--- src/rtl/core/wfw_pkg.sv ---
// Shared constants, types and helpers of the windowed frame buffer writer.
package wfw_pkg;

    localparam int PANEL_WIDTH  = 320;
    localparam int PANEL_HEIGHT = 240;
    localparam int STORE_SIZE   = PANEL_WIDTH * PANEL_HEIGHT;
    localparam int ADDR_W       = (STORE_SIZE > 1) ? $clog2(STORE_SIZE) : 1;
    localparam int CNT_W        = $clog2(STORE_SIZE + 1);
    localparam int QUEUE_DEPTH  = 2;
    localparam int QPTR_W       = (QUEUE_DEPTH > 1) ? $clog2(QUEUE_DEPTH) : 1;
    localparam int QCNT_W       = $clog2(QUEUE_DEPTH + 1);

    typedef logic [ADDR_W-1:0] t_addr;
    typedef logic [CNT_W-1:0]  t_cnt;
    typedef logic [QPTR_W-1:0] t_qptr;
    typedef logic [QCNT_W-1:0] t_qcnt;

    typedef enum logic [2:0] {
        KIND_SET_WINDOW  = 3'd0,
        KIND_WRITE_PIXEL = 3'd1,
        KIND_REPEAT      = 3'd2,
        KIND_FILL_RECT   = 3'd3,
        KIND_MARK_ALL    = 3'd4,
        KIND_CLEAR_DIRTY = 3'd5,
        KIND_READ_PIXEL  = 3'd6,
        KIND_CLEAR_ALL   = 3'd7
    } t_kind;

    typedef enum logic [2:0] {
        OP_NOP,
        OP_WINDOW,
        OP_RUN,
        OP_FILL,
        OP_MARK,
        OP_UNMARK,
        OP_READ,
        OP_CLEAR
    } t_op;

    typedef enum logic [2:0] {
        BK_SWEEP,
        BK_IDLE,
        BK_RUN,
        BK_FILL,
        BK_READ
    } t_bk_state;

    typedef struct packed {
        t_kind        kind;
        logic [9:0]   coord_x;
        logic [9:0]   coord_y;
        logic [10:0]  extent_x;
        logic [10:0]  extent_y;
        logic [15:0]  pixel_value;
        logic [16:0]  repeat_count;
    } t_in_item;

    typedef struct packed {
        logic         dirty_valid;
        logic [9:0]   dirty_first;
        logic [9:0]   dirty_last;
        logic [16:0]  cursor_pos;
        logic [15:0]  read_data;
    } t_result;

    // Classified command handed from the front end to the back end.
    typedef struct packed {
        t_op          op;
        t_addr        addr;
        logic [9:0]   row;
        logic [10:0]  width;
        logic [10:0]  height;
        t_cnt         pixels;
        logic [16:0]  count;
        logic [15:0]  pixel;
    } t_cmd;

    typedef struct packed {
        logic valid;
        t_cmd cmd;
    } t_q_head;

    typedef struct packed {
        logic        flag;
        logic [9:0]  lo;
        logic [9:0]  hi;
    } t_dirty;

    function automatic logic [9:0] clamp_col(input logic [10:0] v);
        logic [9:0] c;
        if (32'(v) >= PANEL_WIDTH) begin
            c = 10'(PANEL_WIDTH - 1);
        end else begin
            c = v[9:0];
        end
        return c;
    endfunction

    function automatic logic [9:0] clamp_row(input logic [10:0] v);
        logic [9:0] c;
        if (32'(v) >= PANEL_HEIGHT) begin
            c = 10'(PANEL_HEIGHT - 1);
        end else begin
            c = v[9:0];
        end
        return c;
    endfunction

endpackage

--- src/rtl/core/wfw_front.sv ---
// Front end: clamps and clips the incoming transaction and classifies it into a command.
module wfw_front (
    input  wfw_pkg::t_in_item i_item,
    output wfw_pkg::t_cmd     o_cmd
);

    logic [9:0]  win_x0, win_x1, win_y0, win_y1, win_x1_raw, win_y1_raw;
    logic [9:0]  rd_x, rd_y;
    logic [10:0] win_w, win_h, fill_w, fill_h;
    logic        fill_ok;

    assign win_x0     = wfw_pkg::clamp_col({1'b0, i_item.coord_x});
    assign win_y0     = wfw_pkg::clamp_row({1'b0, i_item.coord_y});
    assign win_x1_raw = wfw_pkg::clamp_col(i_item.extent_x);
    assign win_y1_raw = wfw_pkg::clamp_row(i_item.extent_y);
    assign win_x1     = (win_x1_raw < win_x0) ? win_x0 : win_x1_raw;
    assign win_y1     = (win_y1_raw < win_y0) ? win_y0 : win_y1_raw;
    assign win_w      = {1'b0, win_x1} - {1'b0, win_x0} + 11'd1;
    assign win_h      = {1'b0, win_y1} - {1'b0, win_y0} + 11'd1;

    assign rd_x = win_x0;
    assign rd_y = win_y0;

    // A fill that starts off the panel or is empty does nothing; otherwise it is
    // clipped at the right and bottom edges.
    assign fill_ok = (32'(i_item.coord_x) < wfw_pkg::PANEL_WIDTH)
                  && (32'(i_item.coord_y) < wfw_pkg::PANEL_HEIGHT)
                  && (i_item.extent_x != 11'd0) && (i_item.extent_y != 11'd0);
    assign fill_w = (32'(i_item.coord_x) + 32'(i_item.extent_x) > wfw_pkg::PANEL_WIDTH)
                  ? 11'(wfw_pkg::PANEL_WIDTH - 32'(i_item.coord_x)) : i_item.extent_x;
    assign fill_h = (32'(i_item.coord_y) + 32'(i_item.extent_y) > wfw_pkg::PANEL_HEIGHT)
                  ? 11'(wfw_pkg::PANEL_HEIGHT - 32'(i_item.coord_y)) : i_item.extent_y;

    always_comb begin
        o_cmd       = '0;
        o_cmd.op    = wfw_pkg::OP_NOP;
        o_cmd.pixel = i_item.pixel_value;
        unique case (i_item.kind)
            wfw_pkg::KIND_SET_WINDOW: begin
                o_cmd.op     = wfw_pkg::OP_WINDOW;
                o_cmd.addr   = wfw_pkg::t_addr'(win_y0 * wfw_pkg::PANEL_WIDTH + win_x0);
                o_cmd.row    = win_y0;
                o_cmd.width  = win_w;
                o_cmd.height = win_h;
                o_cmd.pixels = wfw_pkg::t_cnt'(win_w) * wfw_pkg::t_cnt'(win_h);
            end
            wfw_pkg::KIND_WRITE_PIXEL: begin
                o_cmd.op    = wfw_pkg::OP_RUN;
                o_cmd.count = 17'd1;
            end
            wfw_pkg::KIND_REPEAT: begin
                o_cmd.op    = wfw_pkg::OP_RUN;
                o_cmd.count = i_item.repeat_count;
            end
            wfw_pkg::KIND_FILL_RECT: begin
                if (fill_ok) begin
                    o_cmd.op = wfw_pkg::OP_FILL;
                end
                o_cmd.addr   = wfw_pkg::t_addr'(i_item.coord_y * wfw_pkg::PANEL_WIDTH
                                                + i_item.coord_x);
                o_cmd.row    = i_item.coord_y;
                o_cmd.width  = fill_w;
                o_cmd.height = fill_h;
            end
            wfw_pkg::KIND_MARK_ALL: begin
                o_cmd.op = wfw_pkg::OP_MARK;
            end
            wfw_pkg::KIND_CLEAR_DIRTY: begin
                o_cmd.op = wfw_pkg::OP_UNMARK;
            end
            wfw_pkg::KIND_READ_PIXEL: begin
                o_cmd.op   = wfw_pkg::OP_READ;
                o_cmd.addr = wfw_pkg::t_addr'(rd_y * wfw_pkg::PANEL_WIDTH + rd_x);
            end
            wfw_pkg::KIND_CLEAR_ALL: begin
                o_cmd.op = wfw_pkg::OP_CLEAR;
            end
        endcase
    end

endmodule

--- config.mk ---
export PLATFORM = sky130hd
export DESIGN_NAME = wfw_front
export DESIGN_NICKNAME = d
export VERILOG_FILES = /design/src/rtl/core/wfw_pkg.sv /design/src/rtl/core/wfw_front.sv
export SDC_FILE = /design/constraint.sdc
export NUM_CORES = 1
export LEC_CHECK = 0
export ABC_AREA = 1
export BUFFER_PORTS_ARGS = -buffer_cell sky130_fd_sc_hd__buf_4
export CAP_MARGIN = 20
export CELL_PAD_IN_SITES_DETAIL_PLACEMENT = 0
export CELL_PAD_IN_SITES_GLOBAL_PLACEMENT = 1
export CORE_ASPECT_RATIO = 0.5
export CORE_MARGIN = 4
export CORE_UTILIZATION = 30
export DETAILED_ROUTE_END_ITERATION = 12
export MAX_ROUTING_LAYER = met4
export PLACE_DENSITY_LB_ADDON = 0.15
export SLEW_MARGIN = 20
export SYNTH_ARGS = -nofsm -noshare
export SYNTH_HDL_FRONTEND = slang
export SYNTH_SLANG_ARGS = --single-unit
--- constraint.sdc ---
create_clock -name vclk -period 29.1
set_clock_uncertainty 0.05 [all_clocks]
set_input_delay 7.275 -clock vclk [all_inputs]
set_output_delay 7.275 -clock vclk [all_outputs]
set_load 0.005 [all_outputs]
# Word-level counts from Yosys, hierarchy flattened
# Index checks and enable logic that the tools add are counted.
# op_classes
mux	14
addsub	10
n_lt_le_gt_ge	10
n_eq_ne	7
mul	3
n_reduce_logical	8
# ops
operator	n
$pmux W17 S2	2
$pmux W32 S2	1
$mux W10	6
$add A17 B10 Y17	2
$add A10 B11 Y12	2
$add A11 B1 Y11 const B	2
$mul A10 B3 Y11 const B	2
$mux W11	2
$reduce_bool A11 Y1	2
$sub A10 B10 Y11	2
$pmux W3 S7	1
$lt A10 B10 Y1	2
$mul A11 B11 Y17	1
$mux W17	1
$eq A3 B3 Y1 const B	4
$gt A12 B8 Y1 const B	1
$gt A12 B9 Y1 const B	1
$ge A11 B8 Y1 const B	1
$ge A11 B9 Y1 const B	1
$sub A8 B10 Y11 const A	1
$sub A9 B10 Y11 const A	1
$ge A10 B8 Y1 const B	1
$ge A10 B9 Y1 const B	1
$lt A10 B8 Y1 const B	1
other kinds (7)	11
# totals
input_bits	78
regBits	0
output_inout_bits	102
elab_cells	52

# Depth between registers and ports, before layout
# depth
depth_word	8
mapped_depth	53
mapped_depth_nobuf	52

# Worst setup path after synthesis
# Ideal clock, no wire load.
# synth_path
path_kind	input to output
from	in i_item[66] (netlist name)
to	out o_cmd[48] (netlist name)
required_time_ns	21.775
arrival_time_ns	15.439
cell_stages	49
path_slack_ns	6.336
path_buffers	2
path_cell_list	inv_1 > ha_1 > nand3_1 > nor3_1 > nand2_1 > nand2_1 > buf_2 > nor2_1 > ha_1 > a21oi_1 > nor2_1 > a211oi_1 > o221a_2 > buf_1 > nand2_8 > nand2_2 > nand2_1 > ha_1 > [... 13 more ...] > fa_1 > inv_1 > fa_1 > inv_1 > ha_1 > nand2_1 > nor3_1 > nand2_1 > nand2_1 > nand2_1 > nand2_1 > nand2_1 > nand2_1 > nand2_1 > nand2_1 > a21oi_1 > or2_0 > and2_1
# synth_lines
item	line_no	source
from (decl)	wfw_front.sv:3	input wfw_pkg::t_in_item i_item,
to (decl)	wfw_front.sv:4	output wfw_pkg::t_cmd o_cmd

==> summary.txt <==
die area - 34890 um2
Routed WL per cell - 15.51 um
crit-path leading delay family - adder cells
pre-CTS setup slack - 5000 ps
WP depth - 40
hold buffers post-CTS - 0
sequential cell count - 0
initial antenna violation count - 0
run status - completed
Die H - 134.1 um
Post-Syn Instances - 1546
RSZ-0062 raised after global routing - no
fin nets - 1988
Fin. Hold Viols - 0
DRC violations left - 0
Initial Utilization - 30.97%
WL final - 32.51 mm
DRT iter0 DRCs - 638
Final Core Density - 35.89%
Die W - 260.2 um
Cell Area, Synth - 9539 um2
share of cells above drive strength 1 - 12.90%
I/O pin cnt - 180
GRT Total Usage - 19.06%
pin count of the biggest net entering global routing - 34
sequential area share after synthesis - 0%
maxcap violations - 0
register area - 0 um2
gp weighted congestion - 0.9400
maximum clock frequency - 0.04148 GHz
port bufs - 148
total gr overflow - 0
CP bufs+invs - 8
DP HPWL - 28.37 mm
Final min period - 24110 ps
# fillers - 3452
worst setup margin - 4993 ps
Worst-Margin Slew - 1038 ps
CP endpoint kind - output port
worst hold-check path type - input port to output port
Largest stage delay, worst path - 580 ps
vias in the first global route - 9888
DRT antenna net count - 0
Critical Path Source - i_item[67]
fin. max-slew vios - 0
WS Path Type - input port to output port
DRT Pass-1 Iters - 5
Site Rows - 45
syn avg cell area - 6.170 um2
CP max FO - 11
WHS Path Cells - 0
synth warn - 0
Period Utilization, post-route - 82.84%
Critical Path RT - 21770 ps
Synth cell types - 53
CP max stage cell - xor2_1
HP Start - i_item[27]
Slew Limit Headroom - 30.57%
area grow syn2layout - 15.87%
diodes inserted - 0
post-CTS repair timing setup buffer count - 0
CP Data Arrival Time - 16780 ps
clkbuf count - 0
Final setup viols - 0
core box area - 30800 um2
Setup TNS Final - 0 ps
first-pass GRT wire length - 52.47 mm
post-CTS sizing - 0
Vias - 9772
CP startpoint kind - input port
vias per cell - 4.660
-- synthesized netlist by cell type (all sizes together) (6+ instances only) --
cell    instances  area share [%]
clkbuf         14            0.55
nand3         107             6.1
xnor2          12             1.1
nand3b          7            0.55
o21ai          48             2.8
ha            154              20
nor2          174             6.9
xor2           32             2.9
nand2         395              17
buf            24             1.8
inv           334              13
or2             6            0.39
nand4          26             1.8
nor3           21             1.4
fa             80              17
a21oi          76             4.1
o211ai          7            0.55
-- final timing paths --
path	slack [ps]	end
worst max-delay path	4990	o_cmd[49]
worst min-delay path	14500	o_cmd[10]
-- cell families (layout without fill, tap and decap cells) --
logic type / Yosys count / in the layout / synth area share [%]
compound gates: 151 / 151 / 9.142
other cells: 2 / 15 / 0.07873
xor+xnor: 44 / 44 / 4.040
simple gates: 740 / 740 / 34.10
buf+inv: 375 / 490 / 15.65
fa+ha+maj: 234 / 234 / 36.99
-- layout make-up --
type / instances / area [um2] / share of cell area, %
multi-input cells: 1184 / 8107 / 73.34
repair buffers: 153 / 1149 / 10.39
well taps: 423 / 529.3 / 4.788
inverters: 337 / 1269 / 11.48
-- metrics by stage --
stage               std cells  hold WS [ps]  area (um2)
floorplan                1559         14570        9588
global placement         2096         14500       11050
detailed placement       2096         14500       11050
CTS                      2096         14500       11050
global route             2097         14500       11050
finish                   2097         14500       11050
-- per-layer routing --
layer,vias up,global-route usage [%],wire length (um)
li1,5072,-,-
met1,4485,27.13,16500
met2,182,31.36,14680
met3,33,0.6603,914
met4,0,2.114,420
met5,-,-,0
-- layout by cell type (no fill, tap or decap), types with 14 or more instances in the layout --
| cell type | n |
|---|---|
| ha_1 | 154 |
| nand2_2 | 19 |
| xor2_1 | 32 |
| nor2_1 | 173 |
| fa_1 | 80 |
| nand4_1 | 25 |
| o21ai_1 | 14 |
| nand2_1 | 369 |
| o21ai_0 | 26 |
| nand3_1 | 100 |
| inv_1 | 328 |
| buf_4 | 152 |
| a21oi_1 | 74 |
| conb_1 | 15 |
| nor3_1 | 14 |
Power is not shown: default switching activity piles up to over one toggle a cycle in this logic, so the estimate is an artifact.
