==> src/rtl/core/wfw_pkg.sv <==
// Shared constants, types and helpers of the windowed frame buffer writer.
package wfw_pkg;

    localparam int PANEL_WIDTH  = 320;
    localparam int PANEL_HEIGHT = 240;
    localparam int STORE_SIZE   = PANEL_WIDTH * PANEL_HEIGHT;
    localparam int ADDR_W       = (STORE_SIZE > 1) ? $clog2(STORE_SIZE) : 1;
    localparam int CNT_W        = $clog2(STORE_SIZE + 1);
    localparam int QUEUE_DEPTH  = 2;
    localparam int QPTR_W       = (QUEUE_DEPTH > 1) ? $clog2(QUEUE_DEPTH) : 1;
    localparam int QCNT_W       = $clog2(QUEUE_DEPTH + 1);

    typedef logic [ADDR_W-1:0] t_addr;
    typedef logic [CNT_W-1:0]  t_cnt;
    typedef logic [QPTR_W-1:0] t_qptr;
    typedef logic [QCNT_W-1:0] t_qcnt;

    typedef enum logic [2:0] {
        KIND_SET_WINDOW  = 3'd0,
        KIND_WRITE_PIXEL = 3'd1,
        KIND_REPEAT      = 3'd2,
        KIND_FILL_RECT   = 3'd3,
        KIND_MARK_ALL    = 3'd4,
        KIND_CLEAR_DIRTY = 3'd5,
        KIND_READ_PIXEL  = 3'd6,
        KIND_CLEAR_ALL   = 3'd7
    } t_kind;

    typedef enum logic [2:0] {
        OP_NOP,
        OP_WINDOW,
        OP_RUN,
        OP_FILL,
        OP_MARK,
        OP_UNMARK,
        OP_READ,
        OP_CLEAR
    } t_op;

    typedef enum logic [2:0] {
        BK_SWEEP,
        BK_IDLE,
        BK_RUN,
        BK_FILL,
        BK_READ
    } t_bk_state;

    typedef struct packed {
        t_kind        kind;
        logic [9:0]   coord_x;
        logic [9:0]   coord_y;
        logic [10:0]  extent_x;
        logic [10:0]  extent_y;
        logic [15:0]  pixel_value;
        logic [16:0]  repeat_count;
    } t_in_item;

    typedef struct packed {
        logic         dirty_valid;
        logic [9:0]   dirty_first;
        logic [9:0]   dirty_last;
        logic [16:0]  cursor_pos;
        logic [15:0]  read_data;
    } t_result;

    // Classified command handed from the front end to the back end.
    typedef struct packed {
        t_op          op;
        t_addr        addr;
        logic [9:0]   row;
        logic [10:0]  width;
        logic [10:0]  height;
        t_cnt         pixels;
        logic [16:0]  count;
        logic [15:0]  pixel;
    } t_cmd;

    typedef struct packed {
        logic valid;
        t_cmd cmd;
    } t_q_head;

    typedef struct packed {
        logic        flag;
        logic [9:0]  lo;
        logic [9:0]  hi;
    } t_dirty;

    function automatic logic [9:0] clamp_col(input logic [10:0] v);
        logic [9:0] c;
        if (32'(v) >= PANEL_WIDTH) begin
            c = 10'(PANEL_WIDTH - 1);
        end else begin
            c = v[9:0];
        end
        return c;
    endfunction

    function automatic logic [9:0] clamp_row(input logic [10:0] v);
        logic [9:0] c;
        if (32'(v) >= PANEL_HEIGHT) begin
            c = 10'(PANEL_HEIGHT - 1);
        end else begin
            c = v[9:0];
        end
        return c;
    endfunction

endpackage

==> src/rtl/core/wfw_queue.sv <==
// Short command queue between the front end and the back end.
module wfw_queue (
    input  logic              i_clk,
    input  logic              i_rst_n,
    input  logic              i_push,
    input  wfw_pkg::t_cmd     i_push_cmd,
    input  logic              i_pop,
    output wfw_pkg::t_q_head  o_head,
    output logic              o_full
);

    wfw_pkg::t_cmd  r_slot [wfw_pkg::QUEUE_DEPTH];
    wfw_pkg::t_qptr r_wr_ptr, n_wr_ptr;
    wfw_pkg::t_qptr r_rd_ptr, n_rd_ptr;
    wfw_pkg::t_qcnt r_count, n_count;

    function automatic wfw_pkg::t_qptr next_ptr(input wfw_pkg::t_qptr p);
        wfw_pkg::t_qptr q;
        if (p == wfw_pkg::t_qptr'(wfw_pkg::QUEUE_DEPTH - 1)) begin
            q = '0;
        end else begin
            q = p + wfw_pkg::t_qptr'(1);
        end
        return q;
    endfunction

    assign o_full       = (r_count == wfw_pkg::t_qcnt'(wfw_pkg::QUEUE_DEPTH));
    assign o_head.valid = (r_count != '0);
    assign o_head.cmd   = r_slot[r_rd_ptr];

    always_comb begin
        n_wr_ptr = i_push ? next_ptr(r_wr_ptr) : r_wr_ptr;
        n_rd_ptr = i_pop ? next_ptr(r_rd_ptr) : r_rd_ptr;
        n_count  = r_count;
        if (i_push && !i_pop) begin
            n_count = r_count + wfw_pkg::t_qcnt'(1);
        end else if (i_pop && !i_push) begin
            n_count = r_count - wfw_pkg::t_qcnt'(1);
        end
    end

    always_ff @(posedge i_clk) begin
        if (!i_rst_n) begin
            r_wr_ptr <= '0;
            r_rd_ptr <= '0;
            r_count  <= '0;
        end else begin
            r_wr_ptr <= n_wr_ptr;
            r_rd_ptr <= n_rd_ptr;
            r_count  <= n_count;
        end
    end

    always_ff @(posedge i_clk) begin
        if (i_push) begin
            r_slot[r_wr_ptr] <= i_push_cmd;
        end
    end

`ifndef SYNTHESIS
    a_no_overflow: assert property (@(posedge i_clk) disable iff (!i_rst_n)
        i_push |-> !o_full)
        else $error("queue written while full");

    a_no_underflow: assert property (@(posedge i_clk) disable iff (!i_rst_n)
        i_pop |-> o_head.valid)
        else $error("queue popped while empty");

    a_count_tracks: assert property (@(posedge i_clk) disable iff (!i_rst_n)
        (i_push && !i_pop) |=> (r_count == $past(r_count) + wfw_pkg::t_qcnt'(1)))
        else $error("queue fill count lost a push");
`endif

endmodule

==> config.mk <==
export PLATFORM = sky130hd
export DESIGN_NAME = wfw_queue
export DESIGN_NICKNAME = d
export VERILOG_FILES = /design/src/rtl/core/wfw_pkg.sv /design/src/rtl/core/wfw_queue.sv
export SDC_FILE = /design/constraint.sdc
export NUM_CORES = 1
export LEC_CHECK = 0
export BUFFER_PORTS_ARGS = -buffer_cell sky130_fd_sc_hd__buf_2
export CORE_MARGIN = 3
export CORE_UTILIZATION = 35
export CTS_CLUSTER_SIZE = 12
export DETAILED_ROUTE_END_ITERATION = 8
export HOLD_SLACK_MARGIN = 0.12
export PLACE_DENSITY = 0.56
export SETUP_SLACK_MARGIN = 0.15
export SLEW_MARGIN = 20
export SYNTH_ARGS = -nofsm -noshare
export SYNTH_HDL_FRONTEND = slang
export SYNTH_SLANG_ARGS = --single-unit
==> constraint.sdc <==
create_clock -name i_clk -period 8.25 [get_ports i_clk]
set_clock_uncertainty 0.05 [all_clocks]
set_input_delay 2.475 -clock i_clk [delete_from_list [all_inputs] [get_ports i_clk]]
set_output_delay 2.475 -clock i_clk [all_outputs]
set_load 0.01 [all_outputs]
# Word level (Yosys, flattened, before mapping)
# Memories as Yosys holds them, arrays and structs flattened. A register that Yosys moved wholly into a read port is not among the register bits.
# Cells that the tools add are included.
# W data, S select, Z words.
word_totals:
  reg_bits: 4
  mem_bits_rw: 204
  input_bits: 106
  output_inout_bits: 104
  wordCells: 23
  n_memories: 1
mem_list:
  columns: ["name", "depth", "width", "rd", "rd_clocked_by_memory_dff", "wr", "line_no", "rtl"]
  rows:
  - ["r_slot", 2, 102, 1, 1, 1, "wfw_queue.sv:12", "wfw_pkg::t_cmd r_slot [wfw_pkg::QUEUE_DEPTH];"]
op_classes:
  add_sub_neg: 4
  eq_ne: 1
  mux: 8
  n_reduce_logical: 6
ops:
  columns: ["operator", "n"]
  rows:
  - ["$mux W1", 6]
  - ["$mux W2", 2]
  - ["$reduce_bool A2 Y1", 2]
  - ["$add A1 B1 Y1 const B", 2]
  - ["$add A2 B1 Y2 const B", 1]
  - ["$eq A2 B2 Y1 const B", 1]
  - ["$logic_and A1 B1 Y1", 2]
  - ["$logic_not A1 Y1", 2]
  - ["$sub A2 B1 Y2 const B", 1]

# Longest topological paths before layout
# Gate-level depths: netlist of run 1.
logic_depth:
  ltp_word: 4
  ltp_mapped: 5
  ltp_nobuf: 5

# Worst setup path after synthesis of run 1
# No wires, ideal clock.
synth_timing:
  path_kind: "input-to-reg"
  from: "input port i_push"
  to: "memory r_slot[0][0] in the netlist's numbering (enable)"
  t_arrival_ns: 6.944
  required_ns: 7.624
  path_slack_ns: 0.680
  cell_stages: 1
  path_buffers: 0
  path_cell_list: "nor2b_1"
synth_via:
  elab_chain_cells: 2
synth_rtl:
  columns: ["element", "line_no", "rtl"]
  rows:
  - ["from (decl)", "wfw_queue.sv:5", "input logic i_push,"]
  - ["$mux W1", "wfw_queue.sv:55", "if (i_push) begin"]
  - ["$mux W1 (implied by the code)", "wfw_queue.sv:56", "r_slot[r_wr_ptr] <= i_push_cmd;"]
  - ["to (decl)", "wfw_queue.sv:12", null]
# No other way between the ends.

==> summary.md, run 1 <==
| Metric | Value |
|---|---|
| Outcome | `finished, final reports clean` |
| Initial antenna violation count | `5` |
| Post-route setup TNS | `0 ps` |
| Final WL | `about 15,000 um` |
| Metal3 WL | `between 1500 and 2000 um` |
| Beginning of the worst hold path | `r_count[1]` |
| Largest net degree at the start of global routing | `66` |
| Remaining DRCs | `0` |
| ANT nets after route | `0` |
| TritonCTS clock tree | `built` |
| Via count | `slightly below 4,000` |
| Clock edge transition at the registers on the reported setup and hold paths | `60 ps` |
| CTS HTree Levels | `1` |
| R2r startpoint | `r_wr_ptr` |
| DRT iter0 DRCs | `about 180` |
| Area growth syn-to-layout | `25.3%` |
| Syn_nets | `approximately 450` |
| Pins Over Slew Limit | `0` |
| Critical Path Fanout Max | `41` |
| Synth Cell Area | `a little under 8000 um^2` |
| First-pass GRT wire length | `~22,000 um` |
| Placed cell area | `about 9000 um^2` |
| Die span in y | `156 um` |
| Critical path startpoint category | `flip-flop` |
| Yosys cell types | `19` |
| Clk_lat worst skew | `~500 ps` |
| Post-CTS Setup Repair Bufs | `0` |
| Vias per cell | `roughly 4.5` |
| Drt pass-1 iters | `4` |
| Worst Tran Pin Value | `roughly 920 ps` |
| I/O pins | `210` |
| Setup violators final | `0` |
| Layout cells sized above 1 | `0.592` |
| Syn_area_per_cell | `23.3 um^2` |
| WL/cell | `around 17 um` |
| WS Path Type | `reg -> out` |
| Die W | `156 um` |
| Cells after Synth | `~340` |
| Die area | `around 24,000 um^2` |
| Leading area contributor after synthesis | `edfxtp_1` |
| Cts repair resizes | `0` |
| Row cnt | `54` |
| CTS Hold Buffers Added | `0` |
| Pwr dens | `approximately 240 nW/um^2` |
| Synth warn | `0` |
| Placer Congestion | `a little over 0.7` |
| CP Data Required Time | `about 5700 ps` |
| Final Hold Fails | `0` |
| Total leakage power | `a little under 4 nW` |
| CP arrival | `about 2500 ps` |
| Post-synthesis sequential area ratio | `0.788` |
| Max-capacitance violation count | `0` |
| R2R cell count | `2` |
| Worst hold path class | `reg -> reg` |
| WL met1 | `around 5900 um` |
| Post-route cell area | `between 9000 and 10,000 um^2` |
| Fillers | `1,969` |
| Peak supply drop | `between 0.0001 and 0.00015 V` |
| RSZ-0062 raised after global routing | `no` |
| Period utilization | `0.611` |
| Final nets | `roughly 670` |
| Dpl hpwl | `just under 10,000 um` |
| GR Util All Layers | `0.117` |
| Seq cells post-synth | `~210` |
| Post-synth top area share | `0.775` |
| Reg2reg setup slack | `~6000 ps` |
| Core ar. | `roughly 22,000 um^2` |
| CTS Buf Count | `23` |
| CTS max path bufs | `3` |
| Gr ovfl total | `0` |
| CP Capture Type | `primary output` |
| Relative slew slack | `0.387` |
| Root Buffer | `clkbuf_16` |
| End of the critical path | `o_head[95]` |
| Highest metal used | `met5` |
| R2R Path End | `r_slot[1][12]` |
| Initial Utilization | `0.359` |
| Clock Sinks | `approximately 210` |
| Port Buffers | `209` |
| Post-layout min period | `5040 ps` |
| Vias in the first global route | `about 4,200` |
| Fmax | `~0.20 GHz` |
| Synth top area cells | `edfxtp_1, mux2_4, mux2_2` |
| DR WL met2 | `7240 um` |
synthesized netlist by cell type, drive strengths merged:
cell type and count:
dfxtp 5, buf 11, a21boi 1, mux2 102, and2 4, or2 1, xor2 2, xnor2 1
and2b 1, edfxtp 204, or3 1, inv 1, ha 1, o21ai 1, o21a 1, nor2b 2
metrics by stage:
| stage | hold WS, ps | total power, W | std cells | worst slack [ps] | utilization |
|---|---|---|---|---|---|
| floorplan | 411 | 0.00144 | 339 | 680 | - |
| global placement | 425 | 0.00153 | 821 | 3260 | 0.419 |
| detailed placement | 471 | 0.00154 | 821 | 3250 | 0.419 |
| CTS | 478 | 0.00244 | 860 | 2710 | 0.448 |
| global route | 494 | 0.00250 | 862 | 3030 | 0.449 |
| finish | 483 | 0.00239 | 863 | 3210 | 0.450 |
critical path, cell delays in order, from the launching register on:
cell,delay (ps)
dfxtp_4,740
buf_4,720
mux2_2,410
buf_2,140
registers in the layout, summed over array words and instances, names as in the netlist, named ones only:
register / count
r_count: 2
r_rd_ptr: 1
r_slot: 204
r_wr_ptr: 1
final cells by class:
type | count | area (um^2) | area share
sequential | 209 | 6230 | 0.629
tap | 280 | 350 | 0.0354
multi-input combinational | 118 | 1580 | 0.159
timing repair buffer | 214 | 1100 | 0.111
clock buffer | 30 | 602 | 0.0608
antenna | 2 | 5.00 | 0.000505
inverter | 1 | 3.75 | 0.000379
clock inverter | 9 | 38.8 | 0.00392
cell families after synthesis:
family | count (synthesis) | share of synthesized area
DFF | 209 | 0.788
and+or+nand+nor | 9 | 0.00728
muxes | 102 | 0.183
buffers and inverters | 12 | 0.0141
AOI/OAI and AO/OA | 3 | 0.00253
adders and majority gates | 1 | 0.00158
xor gates and xnor gates | 3 | 0.00333
power by group:
part           internal [W]  switching, W  total [W]
logic              0.000137      0.000124   0.000261
registers           0.00123     0.0000217    0.00125
clock network      0.000509      0.000373   0.000881
total               0.00187      0.000519    0.00239
layer usage:
metal | global-route usage | vias to the layer above
met5 | 0 | -
met3 | 0.0476 | 27
met2 | 0.194 | 149
met4 | 0.0367 | 8
met1 | 0.142 | 1913
li1 | - | 1802
how the worst min path moves through the flow:
stage                       endpoint  cells past startpoint  slack, ps
final                     r_count[1]                      2        480
after global routing      r_count[1]                      2        490
after CTS                 r_count[1]                      2        480
after detailed placement  r_count[1]                      2        470
after global placement    r_count[1]                      2        430
after floorplan           r_count[1]                      2        410
cell usage in the layout, fill, tap and decap left out, drive strengths merged:
| master | netlist | layout |
|---|---|---|
| xnor2 | 1 | 1 |
| diode | 0 | 2 |
| o21a | 1 | 1 |
| mux2 | 102 | 102 |
| inv | 1 | 2 |
| clkbuf | 0 | 30 |
| or2 | 1 | 1 |
| o21ai | 1 | 1 |
| nor2b | 2 | 2 |
| or3 | 1 | 1 |
| xor2 | 2 | 2 |
| and2 | 4 | 4 |
| ha | 1 | 1 |
| buf | 11 | 214 |
| a21boi | 1 | 1 |
| edfxtp | 204 | 204 |
| dfxtp | 5 | 5 |
| clkinv | 0 | 8 |
| and2b | 1 | 1 |
No activity file was read; power rests on OpenSTA's default activity.
==> run 2: changes to the inputs <==
--- a/config.mk
+++ b/config.mk
@@ -11,7 +11,7 @@
 export CTS_CLUSTER_SIZE = 12
 export DETAILED_ROUTE_END_ITERATION = 8
 export HOLD_SLACK_MARGIN = 0.12
-export PLACE_DENSITY = 0.56
+export PLACE_DENSITY = 0.58
 export SETUP_SLACK_MARGIN = 0.15
 export SLEW_MARGIN = 20
 export SYNTH_ARGS = -nofsm -noshare
==> constraint.sdc (replaced) <==
create_clock -name i_clk -period 4.1 [get_ports i_clk]
set_clock_uncertainty 0.05 [all_clocks]
set_input_delay 1.23 -clock i_clk [delete_from_list [all_inputs] [get_ports i_clk]]
set_output_delay 1.23 -clock i_clk [all_outputs]
set_load 0.01 [all_outputs]
==> run 2 against run 1 <==
  * Wire length decreased by 2.4%
  * Flip-flop and latch count is the same
  * Sequential share of layout area down 0.79 points
  * Count of clock-buffer cells in the layout is the same
  * Clock power rose by 130%
  * Die area unchanged
  * Critical path depth is the same
  * Hold slack got worse by 38 ps
  * Core utilization rose by 0.57 points
  * Register-to-register slack lost 3600 ps
  * Total power rose by 110%
  * Largest power group unchanged
  * Highest routed layer unchanged
==> summary.md, run 2 (same netlist as run 1, synthesis figures left out) <==
| Metric | Value |
|---|---|
| Max-capacitance violation count | `0 (unchanged)` |
| Setup violators final | `0 (unchanged)` |
| Worst hold path class | `reg -> reg` |
| Antenna diode count | `0 (-2)` |
| Critical Path Fanout Max | `43 (+4.9%)` |
| Clock Sinks | `209 (unchanged)` |
| CP max stage delay | `580 ps (-160 ps)` |
| Clock edge transition at the registers on the reported setup and hold paths | `50 ps (about the same)` |
| Largest registers | `r_slot x204, r_count x2` |
| Post-layout min period | `roughly 3300 ps` |
| TritonCTS clock tree | `built` |
| Placer Congestion | `0.703 (-1.4%)` |
| Pwr dens | `503 nW/um^2 (+110%)` |
| Critical path startpoint category | `flip-flop` |
| Clock Power Share | `0.398 (+0.030)` |
| I/O pins | `210 (unchanged)` |
| Period utilization | `0.800` |
| Largest register FFs | `204 (unchanged)` |
| GR Util All Layers | `0.113 (-0.00467)` |
| Die W | `156 um (unchanged)` |
| Top reg by flops | `r_slot` |
| Clk_lat worst skew | `500 ps (about the same)` |
| DRT iter0 DRCs | `99 (-44%)` |
| CP arrival | `2000 ps (-520 ps)` |
| ANT nets after route | `0 (unchanged)` |
| Commonest cells after routing, fill and taps aside | `buf_2, edfxtp_1, mux2_4` |
| Via count | `3,859 (-1.0%)` |
| Pins Over Slew Limit | `0 (unchanged)` |
| Post-route insts no fill | `863 (unchanged)` |
| Placed cell count | `823 (+0.24%)` |
| Root Buffer | `clkbuf_16` |
| Die area | `24,400 um^2 (unchanged)` |
| Area growth syn-to-layout | `26.9%` |
| Most common library cell in the layout ignoring fill and taps | `buf_2` |
| Final nets | `676 (+0.30%)` |
| Dpl hpwl | `9730 um (+0.47%)` |
| Largest net degree at the start of global routing | `60 (-9.1%)` |
| CP Capture Type | `primary output` |
| P_sw | `0.00106 W (+100%)` |
| WL/cell | `16.9 um (-2.4%)` |
| Core ar. | `22,000 um^2 (unchanged)` |
| Fmax | `0.305 GHz` |
| CTS Buf Count | `24 (+4.3%)` |
| Sw Share | `0.211 (-0.00601)` |
| Setup ws final | `821 ps (-2380 ps)` |
| Cells along the critical path | `buf_4 -> mux2_4 -> buf_2` |
| Peak supply drop | `0.000341 V (+140%)` |
| WHS | `445 ps (-37.8 ps)` |
| CTS HTree Levels | `1 (unchanged)` |
| Total leakage power | `3.93 nW (+1.7%)` |
| Initial antenna violation count | `1 (-4)` |
| First-pass GRT wire length | `21,700 um (-3.3%)` |
| RSZ-0062 raised after global routing | `no` |
| Die span in y | `156 um (unchanged)` |
| Vias per cell | `4.47 (-1.0%)` |
| Layout cells sized above 1 | `0.607 (+0.0151)` |
| Remaining DRCs | `0 (unchanged)` |
| Cts repair resizes | `0 (unchanged)` |
| Row cnt | `54 (unchanged)` |
| Logic pwr share | `0.107 (-0.002)` |
| Final WL | `14,600 um (-2.4%)` |
| Gr ovfl total | `0 (unchanged)` |
| Seq pwr share | `0.495 (-0.027)` |
| Initial Utilization | `0.359 (unchanged)` |
| WS Path Type | `reg -> out` |
| Relative slew slack | `0.481 (+0.0942)` |
| CTS Hold Buffers Added | `0 (unchanged)` |
| Vias in the first global route | `4,123 (-1.7%)` |
| Worst path slowest cell | `buf_4` |
| Internal power | `0.00398 W (+110%)` |
| CP Data Required Time | `2820 ps (-2910 ps)` |
| Drt pass-1 iters | `4 (unchanged)` |
| Post-route setup TNS | `0 ps (unchanged)` |
| Port Buffers | `209 (unchanged)` |
| Post-CTS Setup Repair Bufs | `0 (unchanged)` |
| Final Hold Fails | `0 (unchanged)` |
| Dpl ws | `1260 ps (-1990 ps)` |
| CTS max path bufs | `3 (unchanged)` |
| Worst Tran Pin Value | `778 ps (-141 ps)` |
| Outcome | `finished, final reports clean` |
==> run 2: path summary, 6_finish.rpt <==
| check | startpoint | end | slack [ps] | depth (start not counted) |
|---|---|---|---|---|
| worst max-delay path | flip-flop | o_head[72] | 820 | 3 |
| worst min-delay path | r_count[1] | r_count[1] | 440 | 2 |
| worst max register to register | r_wr_ptr | r_slot[1][28] | 2440 | 2 |
| worst min register to register | r_count[1] | r_count[1] | 440 | 2 |
==> run 2: worst max-delay path: cells and delay by family, from the launching register on <==
| family | cells | cell delay (ps) |
|---|---|---|
| buf+inv | 2 | 720 |
| mux | 1 | 360 |
| flops | 1 | 350 |
==> run 2: layer usage <==
metal	vias to the layer above	part of all wire	track usage
met1	1884	0.38	0.125
met4	2	0.030	0.0375
met3	32	0.081	0.0409
met5	-	0.00048	0
li1	1803	-	-
met2	138	0.51	0.201
==> run 2: metrics by stage <==
step / util / total power (W) / instance area, um^2
after floorplan: - / 0.00288 / 7910
after global placement: 0.421 / 0.00308 / 9280
after detailed placement: 0.421 / 0.00310 / 9280
after CTS: 0.455 / 0.00514 / 10000
after global routing: 0.455 / 0.00526 / 10000
final: 0.455 / 0.00504 / 10000
==> run 2: layout make-up <==
| type | instances | area, um^2 |
|---|---|---|
| Fill cell | 1950 | 12000 |
| Timing Repair Buffer | 215 | 1120 |
| Clock inverter | 10 | 106 |
| Sequential cell | 209 | 6230 |
| Clock buffer | 30 | 644 |
| Multi-Input combinational cell | 118 | 1580 |
| Inverter | 1 | 3.75 |
| Tap cell | 280 | 350 |
==> run 2: power groups by stage <==
| stage | Combinational [W] | Sequential [W] | Clock (W) |
|---|---|---|---|
| floorplan | 0.000343 | 0.00254 | 0 |
| global placement | 0.000545 | 0.00254 | 0 |
| detailed placement | 0.000554 | 0.00254 | 0 |
| CTS | 0.000556 | 0.00250 | 0.00209 |
| global route | 0.000583 | 0.00251 | 0.00217 |
| finish | 0.000540 | 0.00250 | 0.00201 |
==> run 3: changes to the inputs <==
--- a/config.mk
+++ b/config.mk
@@ -11,7 +11,7 @@
 export CTS_CLUSTER_SIZE = 12
 export DETAILED_ROUTE_END_ITERATION = 8
 export HOLD_SLACK_MARGIN = 0.12
-export PLACE_DENSITY = 0.58
+export PLACE_DENSITY = 0.56
 export SETUP_SLACK_MARGIN = 0.15
 export SLEW_MARGIN = 20
 export SYNTH_ARGS = -nofsm -noshare
==> constraint.sdc (replaced) <==
create_clock -name i_clk -period 3.3 [get_ports i_clk]
set_clock_uncertainty 0.05 [all_clocks]
set_input_delay 0.99 -clock i_clk [delete_from_list [all_inputs] [get_ports i_clk]]
set_output_delay 0.99 -clock i_clk [all_outputs]
set_load 0.01 [all_outputs]
==> run 3 against run 2 <==
  * Die area unchanged
  * Core utilization about the same
  * Final area about the same
  * Flip-flop and latch count unchanged
  * Largest cell class unchanged
  * Largest power group unchanged
==> summary.md, run 3 (same netlist as run 1, synthesis figures left out) <==
| Metric | Value |
|---|---|
| Outcome | `finished, final reports clean` |
| Root Buffer | `clkbuf_16` |
| Cts repair resizes | `0 (unchanged)` |
| Via count | `3,902 (+1.1%)` |
| ANT nets after route | `0 (unchanged)` |
| Row cnt | `54 (unchanged)` |
| CTS Buf Count | `23 (-4.2%)` |
| R2R cell count | `2 (unchanged)` |
| GR Util All Layers | `0.119 (+0.00678)` |
| Period utilization | `0.875` |
| Antenna diode count | `0 (unchanged)` |
| Reg2reg setup slack | `1640 ps (-800 ps)` |
| Remaining DRCs | `0 (unchanged)` |
| CP Buf/Inv Count | `2 (unchanged)` |
| GRT busiest layer | `met2` |
| Clk_lat worst skew | `500 ps (about the same)` |
| CTS Hold Buffers Added | `0 (unchanged)` |
| Die W | `156 um (unchanged)` |
| R2r startpoint | `r_wr_ptr` |
| WS Path Type | `reg -> out` |
| WL/cell | `17.5 um (+3.4%)` |
| Hold Path End | `r_count[1]` |
| Layout cells sized above 1 | `0.603 (-0.00379)` |
| Vias per cell | `4.51 (+0.88%)` |
| Worst Tran Pin Value | `681 ps (-96.9 ps)` |
| First-pass GRT wire length | `22,900 um (+5.5%)` |
| Cells along the critical path | `buf_4 -> mux2_2 -> buf_2` |
| Final WL | `15,100 um (+3.7%)` |
| Worst path slowest cell | `dfxtp_4` |
| Pwr dens | `608 nW/um^2 (+21%)` |
| Commonest cells after routing, fill and taps aside | `buf_2, edfxtp_1, mux2_4` |
| Most common library cell in the layout ignoring fill and taps | `buf_2` |
| GR Layer Usage met1 | `0.138 (+0.0132)` |
| R2R Path End | `r_slot[1][74]` |
| Relative slew slack | `0.546 (+0.0646)` |
| Post-route setup TNS | `0 ps (unchanged)` |
| Core Util, Final | `0.456 (about the same)` |
| Beginning of the worst hold path | `r_count[1]` |
| Pins Over Slew Limit | `0 (unchanged)` |
| Vias in the first global route | `4,334 (+5.1%)` |
| RSZ-0062 raised after global routing | `no` |
| Final nets | `679 (+0.44%)` |
| Dpl hpwl | `9970 um (+2.5%)` |
| Gr ovfl total | `0 (unchanged)` |
| CTS max path bufs | `3 (unchanged)` |
| Drt pass-1 iters | `4 (unchanged)` |
| Critical Path Fanout Max | `14 (-67%)` |
| Max-capacitance violation count | `0 (unchanged)` |
| GRT met3 Usage | `0.0451 (+0.00415)` |
| CP max stage delay | `560 ps (-20 ps)` |
| Largest delay share family, worst path | `flip-flops` |
| Post-route insts no fill | `865 (+0.23%)` |
| Initial antenna violation count | `2 (+1)` |
| DRT iter0 DRCs | `117 (+18%)` |
| Setup ws final | `413 ps (-407 ps)` |
| CP arrival | `1850 ps (-150 ps)` |
| Fmax | `approximately 0.35 GHz` |
| Die span in y | `156 um (unchanged)` |
| Critical path startpoint category | `flip-flop` |
| Hold depth | `2 (unchanged)` |
| CTS HTree Levels | `1 (unchanged)` |
| Setup violators final | `0 (unchanged)` |
| Placed cell count | `826 (+0.36%)` |
| Peak supply drop | `0.000354 V (+4.0%)` |
| TritonCTS clock tree | `built` |
| Largest register FFs | `204 (unchanged)` |
| Clock edge transition at the registers on the reported setup and hold paths | `60 ps (about the same)` |
| CP Data Required Time | `2260 ps (-560 ps)` |
| Top reg by flops | `r_slot` |
| Core ar. | `22,000 um^2 (unchanged)` |
| Initial Utilization | `0.359 (unchanged)` |
| Total power | `0.00610 W (+21%)` |
| Die area | `24,400 um^2 (unchanged)` |
| CP Capture Type | `primary output` |
| Dpl ws | `735 ps (-526 ps)` |
| Placer Congestion | `0.739 (+5.1%)` |
| Port Buffers | `209 (unchanged)` |
| Post-layout min period | `between 2000 and 3000 ps` |
| Final Hold Fails | `0 (unchanged)` |
| Global Route met2 Usage | `0.205 (+0.00431)` |
| Worst hold path class | `reg -> reg` |
| I/O pins | `210 (unchanged)` |
| Largest registers | `r_slot x204, r_count x2` |
| Clock Sinks | `209 (unchanged)` |
| Area growth syn-to-layout | `27.0% (about the same)` |
| Total leakage power | `3.93 nW (-0.13%)` |
| Largest net degree at the start of global routing | `58 (-3.3%)` |
==> run 3: changes by cell type in the layout (fill, tap and decap cells not counted), sizes merged <==
| cell | delta |
|---|---|
| buf | +4 |
| bufinv | -1 |
| clkinv | -1 |
==> run 3: routing by layer <==
layer | up-vias | part of all wire
li1 | 1806 | -
met1 | 1907 | 0.39
met2 | 149 | 0.49
met3 | 36 | 0.087
met4 | 4 | 0.034
met5 | - | 0.0018
==> run 3: tightest hold or removal path, cell delays in order, from the launching register on <==
cell and delay, ps:
dfxtp_1 320, o21ai_0 90, a21boi_1 60
==> run 3: repair_timing <==
action                                  in CTS  in global routing
setup buffers                                0                  1
endpoints found under the setup margin       0                  2
endpoints found under the hold margin        0                  0
==> run 3: through the flow <==
stage	cell area [um^2]	hold WS, ps
global route	10000	515
floorplan	7910	411
finish	10000	463
CTS	10000	468
detailed placement	9340	457
global placement	9340	423
==> run 3: where the power goes <==
part / internal (W) / switching (W)
logic: 0.000362 / 0.000325
registers: 0.00307 / 0.0000450
clock network: 0.00135 / 0.000947
==> run 3: worst max path at each step <==
stage	endpoint	slack, ps	depth (start not counted)
3_5_place_dp	o_head[90]	730	3
4_1_cts	o_head[90]	180	3
2_1_floorplan	r_slot[0][0]	280	1
6_report	o_head[90]	410	3
3_3_place_gp	o_head[90]	760	3
5_1_grt	o_head[90]	330	3
==> run 3: layout make-up <==
cell class	instances	area (um^2)
well taps	280	350
flip-flops and latches	209	6230
repair buffers	219	1200
clock inverters	8	71.3
clock buffers	30	602
multi-input cells	118	1580
inverters	1	3.75
fillers	1943	12000
